**src/rtl/assert_macros.svh**
```systemverilog
// ----------------------------------------------------------------------------
// Assertion macros
// Concurrent assertion wrappers shared by the RTL; they expand to nothing
// when SYNTHESIS is defined.
// ----------------------------------------------------------------------------
`ifndef ASSERT_MACROS_SVH
`define ASSERT_MACROS_SVH
`ifndef SYNTHESIS
// Same-cycle implication.
`define ASSERT_IMPLIES(label, clk, rst_n, ante, cons, msg) \
    label: assert property (@(posedge clk) disable iff (!rst_n) (ante) |-> (cons)) \
        else $error(msg);
// Next-cycle implication.
`define ASSERT_NEXT(label, clk, rst_n, ante, cons, msg) \
    label: assert property (@(posedge clk) disable iff (!rst_n) (ante) |=> (cons)) \
        else $error(msg);
`else
`define ASSERT_IMPLIES(label, clk, rst_n, ante, cons, msg)
`define ASSERT_NEXT(label, clk, rst_n, ante, cons, msg)
`endif
`endif

```
**src/rtl/rsam_pkg.sv**
```systemverilog
// ----------------------------------------------------------------------------
// rsam_pkg
// Field widths and fixed constants of the RAID5 stripe address mapper.
// ----------------------------------------------------------------------------
`timescale 1ns / 1ps

package rsam_pkg;

    localparam int CFG_W    = 5;
    localparam int OFFSET_W = 48;
    localparam int DRIVE_W  = 4;
    localparam int STRIPE_W = 35;
    localparam int SLOT_W   = 4;
    localparam int DBO_W    = 47;

    // Drive count after reset and the smallest drive count that is honoured.
    localparam int DRIVES_RESET = 3;
    localparam int DRIVES_MIN   = 3;

    // Dividend bits resolved by each divider stage.
    localparam int DIV_STEPS = 8;

endpackage

```
**src/rtl/rsam_req_if.sv**
```systemverilog
// ----------------------------------------------------------------------------
// rsam_req_if
// Request channel: one logical byte offset per request.
// ----------------------------------------------------------------------------
`timescale 1ns / 1ps

interface rsam_req_if;
    import rsam_pkg::*;

    logic                valid;
    logic                ready;
    logic [OFFSET_W-1:0] byte_offset;

    modport source (output valid, output byte_offset, input ready);
    modport sink   (input valid, input byte_offset, output ready);

endinterface

```
**src/rtl/rsam_rsp_if.sv**
```systemverilog
// ----------------------------------------------------------------------------
// rsam_rsp_if
// Response channel: drive placement of one mapped offset.
// ----------------------------------------------------------------------------
`timescale 1ns / 1ps

interface rsam_rsp_if;
    import rsam_pkg::*;

    logic                valid;
    logic                ready;
    logic [DRIVE_W-1:0]  data_drive;
    logic [DRIVE_W-1:0]  parity_drive;
    logic [STRIPE_W-1:0] stripe_number;
    logic [SLOT_W-1:0]   chunk_slot;
    logic [DBO_W-1:0]    drive_byte_offset;

    modport source (
        output valid, output data_drive, output parity_drive, output stripe_number,
        output chunk_slot, output drive_byte_offset, input ready
    );
    modport sink (
        input valid, input data_drive, input parity_drive, input stripe_number,
        input chunk_slot, input drive_byte_offset, output ready
    );

endinterface

```
**src/rtl/raid5_stripe_address_mapper.sv**
```systemverilog
// ----------------------------------------------------------------------------
// raid5_stripe_address_mapper
// Register stages: the divider stages, then the drive-map stage.
// Throughput: one request per cycle while responses are taken; the divider is pipelined at 8 bits a stage.
// Each stage stalls only when it is full and the next one cannot take its data.
// Reset clears all valid bits and sets the drive count to 3.
// ----------------------------------------------------------------------------
`timescale 1ns / 1ps
`include "assert_macros.svh"

module raid5_stripe_address_mapper #(
    parameter int CHUNK_BYTES = 4096,
    parameter int MAX_DRIVES  = 16
) (
    input  logic                       i_clk,
    input  logic                       i_rst_n,
    input  logic                       i_cfg_we,
    input  logic [rsam_pkg::CFG_W-1:0] i_cfg_wdata,
    rsam_req_if.sink                   i_req,
    rsam_rsp_if.source                 o_rsp
);
    import rsam_pkg::*;

    localparam int LW   = $clog2(CHUNK_BYTES);
    localparam int CW   = OFFSET_W - LW;
    localparam int NSTG = (CW + DIV_STEPS - 1) / DIV_STEPS;
    localparam int TW   = NSTG * DIV_STEPS;
    localparam int RDW  = $clog2(MAX_DRIVES);
    localparam int NW   = $clog2(MAX_DRIVES + 1);

    // Effective drive count; the clamp is applied when the register is written.
    logic [NW-1:0] r_drives;
    logic [NW-1:0] n_drives;

    always_comb begin
        if (int'(i_cfg_wdata) < DRIVES_MIN) begin
            n_drives = NW'(DRIVES_MIN);
        end else if (int'(i_cfg_wdata) > MAX_DRIVES) begin
            n_drives = NW'(MAX_DRIVES);
        end else begin
            n_drives = NW'(i_cfg_wdata);
        end
    end

    always_ff @(posedge i_clk) begin
        if (!i_rst_n) begin
            r_drives <= NW'(DRIVES_RESET);
        end else if (i_cfg_we) begin
            r_drives <= n_drives;
        end
    end

    logic           s_valid [NSTG+1];
    logic           s_ready [NSTG+1];
    logic [TW-1:0]  s_x     [NSTG+1];
    logic [TW-1:0]  s_q     [NSTG+1];
    logic [RDW-1:0] s_r1    [NSTG+1];
    logic [RDW-1:0] s_r2    [NSTG+1];
    logic [LW-1:0]  s_low   [NSTG+1];
    logic [NW-1:0]  s_n     [NSTG+1];
    logic [NW-1:0]  w_map_n;

    // The chunk index is zero-padded at the top to a whole number of stages.
    assign s_valid[0] = i_req.valid;
    assign s_x[0]     = TW'(i_req.byte_offset[OFFSET_W-1:LW]);
    assign s_q[0]     = '0;
    assign s_r1[0]    = '0;
    assign s_r2[0]    = '0;
    assign s_low[0]   = i_req.byte_offset[LW-1:0];
    assign s_n[0]     = r_drives;
    assign i_req.ready = s_ready[0];

    for (genvar g = 0; g < NSTG; g++) begin : g_div
        rsam_div_stage #(
            .TW    (TW),
            .RDW   (RDW),
            .NW    (NW),
            .LW    (LW),
            .STEPS (DIV_STEPS)
        ) u_stage (
            .i_clk      (i_clk),
            .i_rst_n    (i_rst_n),
            .i_valid    (s_valid[g]),
            .o_ready_up (s_ready[g]),
            .i_x        (s_x[g]),
            .i_q        (s_q[g]),
            .i_r1       (s_r1[g]),
            .i_r2       (s_r2[g]),
            .i_low      (s_low[g]),
            .i_n        (s_n[g]),
            .o_valid    (s_valid[g+1]),
            .i_ready_dn (s_ready[g+1]),
            .o_x        (s_x[g+1]),
            .o_q        (s_q[g+1]),
            .o_r1       (s_r1[g+1]),
            .o_r2       (s_r2[g+1]),
            .o_low      (s_low[g+1]),
            .o_n        (s_n[g+1])
        );
    end

    rsam_drive_map #(
        .CW  (CW),
        .RDW (RDW),
        .NW  (NW),
        .LW  (LW)
    ) u_map (
        .i_clk               (i_clk),
        .i_rst_n             (i_rst_n),
        .i_valid             (s_valid[NSTG]),
        .o_ready_up          (s_ready[NSTG]),
        .i_row               (s_q[NSTG][CW-1:0]),
        .i_slot              (s_r1[NSTG]),
        .i_cmod              (s_r2[NSTG]),
        .i_low               (s_low[NSTG]),
        .i_n                 (s_n[NSTG]),
        .o_valid             (o_rsp.valid),
        .i_ready_dn          (o_rsp.ready),
        .o_data_drive        (o_rsp.data_drive),
        .o_parity_drive      (o_rsp.parity_drive),
        .o_stripe_number     (o_rsp.stripe_number),
        .o_chunk_slot        (o_rsp.chunk_slot),
        .o_drive_byte_offset (o_rsp.drive_byte_offset),
        .o_n                 (w_map_n)
    );

    `ASSERT_NEXT(a_cfg_clamp, i_clk, i_rst_n, i_cfg_we, (r_drives >= NW'(DRIVES_MIN)) && (r_drives <= NW'(MAX_DRIVES)), "drive count outside its range")
    `ASSERT_IMPLIES(a_parity_range, i_clk, i_rst_n, o_rsp.valid, o_rsp.parity_drive < w_map_n, "parity drive beyond drive count")
    `ASSERT_IMPLIES(a_data_range, i_clk, i_rst_n, o_rsp.valid, o_rsp.data_drive < w_map_n, "data drive beyond drive count")
    `ASSERT_IMPLIES(a_slot_range, i_clk, i_rst_n, o_rsp.valid, o_rsp.chunk_slot < (w_map_n - NW'(1)), "chunk slot beyond data chunks")

endmodule

```
**src/rtl/rsam_div_stage.sv**
```systemverilog
// ----------------------------------------------------------------------------
// rsam_div_stage
// One register stage of the pipelined chunk-index divider. It resolves STEPS
// dividend bits, dividing by the data chunks per stripe (drives minus one)
// with quotient, and by the drive count for the remainder alone.
// ----------------------------------------------------------------------------
`timescale 1ns / 1ps

module rsam_div_stage #(
    parameter int TW    = 40,
    parameter int RDW   = 4,
    parameter int NW    = 5,
    parameter int LW    = 12,
    parameter int STEPS = 8
) (
    input  logic           i_clk,
    input  logic           i_rst_n,
    input  logic           i_valid,
    output logic           o_ready_up,
    input  logic [TW-1:0]  i_x,
    input  logic [TW-1:0]  i_q,
    input  logic [RDW-1:0] i_r1,
    input  logic [RDW-1:0] i_r2,
    input  logic [LW-1:0]  i_low,
    input  logic [NW-1:0]  i_n,
    output logic           o_valid,
    input  logic           i_ready_dn,
    output logic [TW-1:0]  o_x,
    output logic [TW-1:0]  o_q,
    output logic [RDW-1:0] o_r1,
    output logic [RDW-1:0] o_r2,
    output logic [LW-1:0]  o_low,
    output logic [NW-1:0]  o_n
);

    localparam logic [RDW:0] ONE = (RDW+1)'(1);

    logic           r_valid;
    logic [TW-1:0]  r_x, n_x;
    logic [TW-1:0]  r_q, n_q;
    logic [RDW-1:0] r_r1, n_r1;
    logic [RDW-1:0] r_r2, n_r2;
    logic [LW-1:0]  r_low;
    logic [NW-1:0]  r_n;

    logic [RDW:0]   t_dm1;
    logic [RDW:0]   t_dn;
    logic [RDW:0]   t_a;
    logic [RDW:0]   t_b;
    logic           t_qb;

    assign t_dn  = (RDW+1)'(i_n);
    assign t_dm1 = t_dn - ONE;

    // Restoring division, most significant dividend bit first. The trial
    // value is below twice the divisor, so one subtraction settles each bit.
    always_comb begin
        n_x  = i_x;
        n_q  = i_q;
        n_r1 = i_r1;
        n_r2 = i_r2;
        t_a  = '0;
        t_b  = '0;
        t_qb = 1'b0;
        for (int k = 0; k < STEPS; k++) begin
            t_a  = {n_r1, n_x[TW-1]};
            t_b  = {n_r2, n_x[TW-1]};
            t_qb = (t_a >= t_dm1);
            if (t_qb) begin
                t_a = t_a - t_dm1;
            end
            if (t_b >= t_dn) begin
                t_b = t_b - t_dn;
            end
            n_r1 = t_a[RDW-1:0];
            n_r2 = t_b[RDW-1:0];
            n_q  = {n_q[TW-2:0], t_qb};
            n_x  = {n_x[TW-2:0], 1'b0};
        end
    end

    assign o_ready_up = !r_valid || i_ready_dn;

    always_ff @(posedge i_clk) begin
        if (!i_rst_n) begin
            r_valid <= 1'b0;
        end else if (o_ready_up) begin
            r_valid <= i_valid;
        end
    end

    always_ff @(posedge i_clk) begin
        if (i_valid && o_ready_up) begin
            r_x   <= n_x;
            r_q   <= n_q;
            r_r1  <= n_r1;
            r_r2  <= n_r2;
            r_low <= i_low;
            r_n   <= i_n;
        end
    end

    assign o_valid = r_valid;
    assign o_x     = r_x;
    assign o_q     = r_q;
    assign o_r1    = r_r1;
    assign o_r2    = r_r2;
    assign o_low   = r_low;
    assign o_n     = r_n;

endmodule

```
**src/rtl/rsam_drive_map.sv**
```systemverilog
// ----------------------------------------------------------------------------
// rsam_drive_map
// Final stage: rotates parity and data onto drives in the left-symmetric
// layout and holds the response register.
// ----------------------------------------------------------------------------
`timescale 1ns / 1ps

module rsam_drive_map #(
    parameter int CW  = 36,
    parameter int RDW = 4,
    parameter int NW  = 5,
    parameter int LW  = 12
) (
    input  logic                          i_clk,
    input  logic                          i_rst_n,
    input  logic                          i_valid,
    output logic                          o_ready_up,
    input  logic [CW-1:0]                 i_row,
    input  logic [RDW-1:0]                i_slot,
    input  logic [RDW-1:0]                i_cmod,
    input  logic [LW-1:0]                 i_low,
    input  logic [NW-1:0]                 i_n,
    output logic                          o_valid,
    input  logic                          i_ready_dn,
    output logic [rsam_pkg::DRIVE_W-1:0]  o_data_drive,
    output logic [rsam_pkg::DRIVE_W-1:0]  o_parity_drive,
    output logic [rsam_pkg::STRIPE_W-1:0] o_stripe_number,
    output logic [rsam_pkg::SLOT_W-1:0]   o_chunk_slot,
    output logic [rsam_pkg::DBO_W-1:0]    o_drive_byte_offset,
    output logic [NW-1:0]                 o_n
);
    import rsam_pkg::*;

    localparam logic [RDW:0] ONE = (RDW+1)'(1);

    logic                r_valid;
    logic [DRIVE_W-1:0]  r_data_drive, n_data_drive;
    logic [DRIVE_W-1:0]  r_parity_drive, n_parity_drive;
    logic [STRIPE_W-1:0] r_stripe_number, n_stripe_number;
    logic [SLOT_W-1:0]   r_chunk_slot, n_chunk_slot;
    logic [DBO_W-1:0]    r_drive_byte_offset, n_drive_byte_offset;
    logic [NW-1:0]       r_n;

    logic [RDW:0] t_n;
    logic [RDW:0] t_slot;
    logic [RDW:0] t_cmod;
    logic [RDW:0] t_rowmod;
    logic [RDW:0] t_par;
    logic [RDW:0] t_sum;
    logic [RDW:0] t_dat;

    assign t_n    = (RDW+1)'(i_n);
    assign t_slot = {1'b0, i_slot};
    assign t_cmod = {1'b0, i_cmod};

    // The chunk index is row * (n - 1) + slot, so row mod n equals
    // (slot - chunk index mod n) mod n.
    assign t_rowmod = (t_slot >= t_cmod) ? (t_slot - t_cmod) : (t_slot + t_n - t_cmod);
    assign t_par    = t_n - ONE - t_rowmod;
    assign t_sum    = t_par + ONE + t_slot;
    assign t_dat    = (t_sum >= t_n) ? (t_sum - t_n) : t_sum;

    assign n_data_drive        = DRIVE_W'(t_dat);
    assign n_parity_drive      = DRIVE_W'(t_par);
    assign n_stripe_number     = STRIPE_W'(i_row);
    assign n_chunk_slot        = SLOT_W'(i_slot);
    assign n_drive_byte_offset = DBO_W'({i_row, i_low});

    assign o_ready_up = !r_valid || i_ready_dn;

    always_ff @(posedge i_clk) begin
        if (!i_rst_n) begin
            r_valid <= 1'b0;
        end else if (o_ready_up) begin
            r_valid <= i_valid;
        end
    end

    always_ff @(posedge i_clk) begin
        if (i_valid && o_ready_up) begin
            r_data_drive        <= n_data_drive;
            r_parity_drive      <= n_parity_drive;
            r_stripe_number     <= n_stripe_number;
            r_chunk_slot        <= n_chunk_slot;
            r_drive_byte_offset <= n_drive_byte_offset;
            r_n                 <= i_n;
        end
    end

    assign o_valid             = r_valid;
    assign o_data_drive        = r_data_drive;
    assign o_parity_drive      = r_parity_drive;
    assign o_stripe_number     = r_stripe_number;
    assign o_chunk_slot        = r_chunk_slot;
    assign o_drive_byte_offset = r_drive_byte_offset;
    assign o_n                 = r_n;

endmodule

```
**src/flat_wrapper.sv**
```systemverilog
// flat-port wrapper written by rule: the top's interface ports become plain ports
module raid5_stripe_address_mapper_flat import rsam_pkg::*;
#(
    parameter int CHUNK_BYTES = 4096,
    parameter int MAX_DRIVES  = 16
)
  (i_clk, i_rst_n, i_cfg_we, i_cfg_wdata, i_req_valid, i_req_byte_offset, i_req_ready, o_rsp_valid, o_rsp_data_drive, o_rsp_parity_drive, o_rsp_stripe_number, o_rsp_chunk_slot, o_rsp_drive_byte_offset, o_rsp_ready);
  rsam_req_if i_req_i ();
  rsam_rsp_if o_rsp_i ();
  input  logic i_clk;
  input  logic i_rst_n;
  input  logic i_cfg_we;
  input  logic [rsam_pkg::CFG_W-1:0] i_cfg_wdata;
  input wire logic [$bits(i_req_i.valid)-1:0] i_req_valid;
  input wire logic [$bits(i_req_i.byte_offset)-1:0] i_req_byte_offset;
  output wire logic [$bits(i_req_i.ready)-1:0] i_req_ready;
  output wire logic [$bits(o_rsp_i.valid)-1:0] o_rsp_valid;
  output wire logic [$bits(o_rsp_i.data_drive)-1:0] o_rsp_data_drive;
  output wire logic [$bits(o_rsp_i.parity_drive)-1:0] o_rsp_parity_drive;
  output wire logic [$bits(o_rsp_i.stripe_number)-1:0] o_rsp_stripe_number;
  output wire logic [$bits(o_rsp_i.chunk_slot)-1:0] o_rsp_chunk_slot;
  output wire logic [$bits(o_rsp_i.drive_byte_offset)-1:0] o_rsp_drive_byte_offset;
  input wire logic [$bits(o_rsp_i.ready)-1:0] o_rsp_ready;
  assign i_req_i.valid = i_req_valid;
  assign i_req_i.byte_offset = i_req_byte_offset;
  assign i_req_ready = i_req_i.ready;
  assign o_rsp_valid = o_rsp_i.valid;
  assign o_rsp_data_drive = o_rsp_i.data_drive;
  assign o_rsp_parity_drive = o_rsp_i.parity_drive;
  assign o_rsp_stripe_number = o_rsp_i.stripe_number;
  assign o_rsp_chunk_slot = o_rsp_i.chunk_slot;
  assign o_rsp_drive_byte_offset = o_rsp_i.drive_byte_offset;
  assign o_rsp_i.ready = o_rsp_ready;
  raid5_stripe_address_mapper #(.CHUNK_BYTES(CHUNK_BYTES), .MAX_DRIVES(MAX_DRIVES)) u_core (.i_clk(i_clk), .i_rst_n(i_rst_n), .i_cfg_we(i_cfg_we), .i_cfg_wdata(i_cfg_wdata), .i_req(i_req_i), .o_rsp(o_rsp_i));
endmodule
```
**config.mk**
```make
export PLATFORM = sky130hd
export DESIGN_NAME = raid5_stripe_address_mapper_flat
export DESIGN_NICKNAME = d
export VERILOG_FILES = /design/src/rtl/rsam_pkg.sv /design/src/rtl/rsam_req_if.sv /design/src/rtl/rsam_rsp_if.sv /design/src/rtl/raid5_stripe_address_mapper.sv /design/src/rtl/rsam_div_stage.sv /design/src/rtl/rsam_drive_map.sv /design/src/flat_wrapper.sv
export VERILOG_INCLUDE_DIRS = /design/src /design/src/rtl
export SDC_FILE = /design/constraint.sdc
export NUM_CORES = 1
export LEC_CHECK = 0
export BUFFER_PORTS_ARGS = -buffer_cell sky130_fd_sc_hd__clkbuf_2
export CORE_ASPECT_RATIO = 0.75
export CORE_MARGIN = 10
export CORE_UTILIZATION = 56
export CTS_BUF_LIST = sky130_fd_sc_hd__clkbuf_8
export CTS_CLUSTER_SIZE = 10
export DETAILED_ROUTE_END_ITERATION = 10
export PLACE_DENSITY = 0.74
export SYNTH_ARGS = -nofsm -noshare
export SYNTH_HDL_FRONTEND = slang
export SYNTH_SLANG_ARGS = --single-unit
```
**constraint.sdc**
```tcl
create_clock -name i_clk -period 34.1 [get_ports i_clk]
set_input_delay 6.82 -clock i_clk [delete_from_list [all_inputs] [get_ports i_clk]]
set_output_delay 6.82 -clock i_clk [all_outputs]
set_load 0.02 [all_outputs]
```
==> flow_summary.toml, run 1 <==
[status]
outcome = "finished clean"

[setup_path]
cp_slowest_stage_delay_ns = 0.50
crit_fanout = 6
cpMaxStageDelayCell = "and2_0"
critPathTopFamily = "simple AND/OR/NAND/NOR gates"
cp-start-kind = "primary input"
path_cells = "clkbuf_2, nor2b_1, and3_1, and2_0, nand3_1, clkbuf_2"
setup.worst_path.class = "in -> out"
crit_required_ns = 27.28
cp_num_buf_inv = 2
cp-end-kind = "primary output"
arrival_ns = 8.56
crit_top_cell = "clkbuf_2"

[placement]
port_buffers = 153
place_hpwl_um = 46000
place_congestion = 0.868
placedCellCount = 3279

[drt]
vias_per_cell = 5.70
ant_nets = 0
routedWlPerCell_um = 18.3
wl_um = 62000
dr.pass1.iters = 5
num_vias = 19300
drc = 0
first_iter_violations = 1101

[sta]
hold_viol = 0
finalSetupViolations = 0
grt_setup_unrepaired = "no"
relSlewSlack_pct = 18.0
final.period_utilization_pct = 45.1
finalCriticalPeriod_ns = 15.38
setup-tns-final_ns = 0
max_freq_ghz = 0.0650
skew_ns = 0.0384
slew_viol_final = 0
max_slew.worst_pin.slew_ns = 1.22

[logic_synthesis]
synth_cells = 2499
synth_flop_cell = "edfxtp_1"
syn_nets = 3039
yosys_register_bits = 370
synth_seq_area_share_pct = 39.0
async_reset_ff_share_pct = 0
ys_types = 74
synth_area_mm2 = 0.0282
synth_area_leaders = "edfxtp_1 (38%), ha_1 (18%), mux2_2 (5.7%)"
synth.top_cell.area_share_pct = 38.2
synth_edf_count = 359
yosysWarnings = 0
synth_top_cell_by_area = "edfxtp_1"
avgSynthCellArea_um2 = 11.3

[worst_hold_path]
hp-class = "reg -> reg"

[grt]
grt_max_degree = 61
antenna_found_initial = 0
grt.total_usage_pct = 20.6
grt_pass1_wl_um = 101000
grt_pass1_vias = 20000
grt_overflow = 0

[cts]
cts.path.max_buffers = 3
ctsHoldBuffers = 0
post_cts_resized = 0
clockRootBuffer = "clkbuf_8"
numClockSinks = 370
cts_buffers = 58
post_cts_buffers = 0
insertion_delay_ns = 0.66
clk_pin_slew_worst_paths_ns = 0.06
cts_max_level = 2
tritoncts = "done"

[layout]
instances_no_fill = 3385
fin_util_pct = 61.6
multi_input_area_mm2 = 0.0161
num_antenna_cells = 0
nNetsFinal = 3222
nFillCells = 3915
seqCellArea_mm2 = 0.0110
drive_gt1_share_pct = 15.5
syn_to_final_growth_pct = 9.17

[die]
start_util_pct = 56.5
die_area_mm2 = 0.0599
pin_count = 154
die_w_um = 279
placementRows = 71
die_h_um = 214
core_mm2 = 0.0500

[job]
max-cap-violations = 0
==> synth_stat cells (14+ instances only) <==
cell type / number
a211oi_1: 29
a21boi_0: 14
a21o_1: 111
a21oi_1: 169
a31oi_1: 32
buf_4: 35
edfxtp_1: 359
fa_1: 79
ha_1: 403
inv_1: 223
mux2_2: 142
mux2i_1: 56
nand2_1: 157
nand2b_1: 37
nand3_1: 18
nand3b_1: 14
nor2_1: 95
nor2b_1: 47
o21ai_0: 110
o21ai_1: 15
xnor2_1: 108
xor2_1: 80
==> cell usage in the layout (no fill, tap or decap), types with 7 or more instances in the layout <==
master    synthesis  final
a211oi_1         29     29
a21boi_0         14     12
a21o_1          111    111
a21oi_1         169    169
a311o_1           8      8
a31oi_1          32     31
and2_1           10     10
and3_1            7      7
buf_4            35     20
clkbuf_2          0    153
clkbuf_8          0     59
clkinv_1          1     14
clkinv_2          0     10
dfxtp_1          11     11
edfxtp_1        359    359
fa_1             79     79
ha_1            403    403
inv_1           223    238
mux2_2          142    142
mux2i_1          56     56
nand2_1         157    157
nand2b_1         37     37
nand3_1          18     18
nand3b_1         14     14
nor2_1           95     95
nor2b_1          47     44
nor3_1            9      9
o21a_1            9      9
o21ai_0         110    110
o21ai_1          15     15
o22ai_1           8      8
o31ai_1           8      8
or3_1             7      7
xnor2_1         108    108
xor2_1           80     80
==> registers in the layout, summed over array words and instances (netlist names) <==
| signal | count |
|---|---|
| u_core.g_div.u_stage.o_q | 95 |
| u_core.g_div.u_stage.o_x | 80 |
| u_core.g_div.u_stage.o_low | 60 |
| u_core.u_map.o_stripe_number | 35 |
| u_core.g_div.u_stage.o_n | 25 |
| u_core.g_div.u_stage.o_r1 | 20 |
| u_core.g_div.u_stage.o_r2 | 20 |
| u_core.u_map.o_drive_byte_offset | 12 |
| u_core.g_div.u_stage.o_valid | 5 |
| u_core.r_drives | 5 |
| u_core.u_map.o_chunk_slot | 4 |
| u_core.u_map.o_data_drive | 4 |
| u_core.u_map.o_parity_drive | 4 |
| u_core.u_map.o_valid | 1 |
==> area by class of cell <==
class	count	area share (%)
sequential	370	35.7
multi-input combinational	1855	52.3
clock buffer	59	2.63
clock inverter	47	1.01
inverter	224	2.73
tap	657	2.67
timing repair buffer	173	2.97
==> per-stage QoR <==
step | instance area, µm² | hold slack [ns] | setup WS, ns
2_1_floorplan | 28200 | 0.400 | 19.58
3_3_place_gp | 29700 | 0.400 | 18.81
3_5_place_dp | 29700 | 0.405 | 18.71
4_1_cts | 30800 | 0.395 | 18.71
5_1_grt | 30800 | 0.405 | 17.79
6_report | 30800 | 0.403 | 18.72
==> worst reg2reg max path: cells and delay by family, from the launching register on <==
family / cells / cell delay (ns)
multiplexers: 7 / 2.89
flip-flops: 1 / 0.52
buffers and inverters: 2 / 0.78
adder cells (fa/ha/maj): 8 / 2.57
AO/OA/AOI/OAI: 27 / 7.17
AND/OR/NAND/NOR: 7 / 0.76
==> logic make-up after synthesis <==
logic type / share of synthesized area [%]
compound gates: 12.5
fa+ha+maj: 23.5
simple gates: 7.16
flops: 39.0
buf+inv: 4.16
mux: 7.83
xor+xnor: 5.83
==> final timing paths <==
check | startpoint | to | slack [ns] | depth (start not counted)
setup / recovery | o_rsp_ready | i_req_ready | 18.72 | 6
hold / removal | u_core.g_div[4].u_stage.o_q[11] | u_core.u_map.o_stripe_number[11] | 0.40 | 0
setup reg to reg | u_core.g_div[1].u_stage.o_n[1] | u_core.g_div[2].u_stage.o_r2[1] | 19.12 | 51
hold reg to reg | u_core.g_div[4].u_stage.o_q[11] | u_core.u_map.o_stripe_number[11] | 0.40 | 0
==> metal layers <==
metal,vias to the layer above,GRT usage (%),wire [µm]
met5,-,0,0
met4,0,5.59,1160
met3,76,3.85,3440
met2,424,32.9,27900
met1,9325,28.2,29500
li1,9472,-,-
Power of run 1 is left out: the tool's default activity adds up to more than one toggle a clock period on the data nets, which glitch-free logic cannot reach.
==> inputs of run 2 (changes only) <==
clock period = 14.4 ns   (was 34.1 ns; I/O delays follow)
==> run 2 against run 1 <==
Utilization is 0.66 points higher. Non-clock buffer count is 18 higher. First-iteration DRC count is 13% higher. Critical path type is now reg -> reg.
==> flow_summary.toml, run 2 (synthesis results as in run 1) <==
[cts]
numClockSinks = 370
insertion_delay_ns = 0.68
tritoncts = "done"
ctsHoldBuffers = 0
post_cts_resized = 0
cts.path.max_buffers = 3
cts_max_level = 2
cts_buffers = 58
clk_pin_slew_worst_paths_ns = 0.06
clockRootBuffer = "clkbuf_8"
post_cts_buffers = 0

[die]
start_util_pct = 56.5
placementRows = 71
pin_count = 154
die_area_mm2 = 0.0599
core_mm2 = 0.0500
die_h_um = 214
die_w_um = 279

[layout]
num_antenna_cells = 0
fin_util_pct = 62.3
most-common-layout-cells = "ha_1 (403), edfxtp_1 (359), inv_1 (243)"
syn_to_final_growth_pct = 10.3
fin_area_mm2 = 0.0312
nFillCells = 3880
drive_gt1_share_pct = 16.8
final_common_cell = "ha_1"
largest_reg_flops = 95
nNetsFinal = 3240

[job]
max-cap-violations = 0

[drt]
dr.pass1.iters = 7
num_vias = 19600
vias_per_cell = 5.74
routedWlPerCell_um = 18.7
ant_nets = 0
drc = 0
wl_um = 63800
first_iter_violations = 1247

[grt]
grt_pass1_wl_um = 104000
grt_pass1_vias = 20200
grt.total_usage_pct = 21.2
grt_max_degree = 61
antenna_found_initial = 0
grt_overflow = 0

[setup_path]
cp_slowest_stage_delay_ns = 0.51
crit_required_ns = 14.80
arrival_ns = 13.89
cp-start-kind = "flip-flop"
crit_fanout = 15
cpMaxStageDelayCell = "edfxtp_1"
cp-end-kind = "flip-flop"
crit_top_cell = "ha_1"
setup.worst_path.class = "reg -> reg"

[placement]
port_buffers = 153
place_hpwl_um = 48200
place_congestion = 0.875
dpl_cell_area_mm2 = 0.0298

[status]
outcome = "finished clean"

[sta]
slew_viol_final = 0
final.period_utilization_pct = 93.7
finalSetupViolations = 0
max_freq_ghz = 0.0741
skew_ns = 0.0280
relSlewSlack_pct = 35.4
max_slew.worst_pin.slew_ns = 0.969
hold_viol = 0
finalCriticalPeriod_ns = 13.49
holdWs_ns = 0.411

[worst_hold_path]
hp-class = "reg -> reg"
[run 2: cell count changes in the layout (fill, tap and decap cells not counted), moves of 4 or more]
cell	delta
buf_4	+18
a211oi_1	-13
a211oi_2	+13
clkinv_1	-7
inv_1	+5
o21ai_2	+5
o21ai_1	-4
[run 2: worst max-delay path: cells and delay by family (launching register included)]
family                     cells  cell delay [ns]
adders and majority gates     10             3.13
DFF                            1             0.51
and+or+nand+nor                8             1.26
xor gates and xnor gates       1             0.13
muxes                          5             1.90
buffers and inverters          6             0.96
AOI/OAI and AO/OA             24             5.31
[run 2: path summary, 6_finish.rpt]
| check | start | to | slack [ns] | depth (start not counted) |
|---|---|---|---|---|
| worst max-delay path | u_core.g_div[1].u_stage.o_n[1] | u_core.g_div[2].u_stage.o_r1[2] | 0.91 | 54 |
| worst min-delay path | u_core.g_div[1].u_stage.o_x[28] | u_core.g_div[2].u_stage.o_x[36] | 0.41 | 0 |
| worst max register to register | u_core.g_div[1].u_stage.o_n[1] | u_core.g_div[2].u_stage.o_r1[2] | 0.91 | 54 |
| worst min register to register | u_core.g_div[1].u_stage.o_x[28] | u_core.g_div[2].u_stage.o_x[36] | 0.41 | 0 |
[run 2: routing by layer]
metal  routed length [µm]  share of wire [%]  GRT usage (%)  vias to the layer above
met5                    0                  0              0                        -
met2                28400                 44           33.2                      506
met4                 1310                2.0           6.19                        0
met1                30300                 47           29.6                     9458
li1                     -                  -              -                     9502
met3                 3840                6.0           3.62                       88
[run 2: area by class of cell]
type	instances	area, µm²	share of cell area (%)
clock inverters	48	385	1.24
inverters	224	841	2.70
flip-flops and latches	370	11000	35.3
multi-input cells	1855	16200	52.1
repair buffers	191	1050	3.37
clock buffers	61	840	2.69
well taps	657	822	2.64
[run 2: stage by stage]
stage | setup TNS [ns] | setup WS (ns) | cells
after global routing | -0.0287 | -0.0287 | 3406
final | 0 | 0.908 | 3406
after floorplan | 0 | 1.61 | 2499
after detailed placement | 0 | 0.368 | 3297
after CTS | 0 | 0.319 | 3406
after global placement | 0 | 0.615 | 3297
Power of run 2 is left out for the same reason.
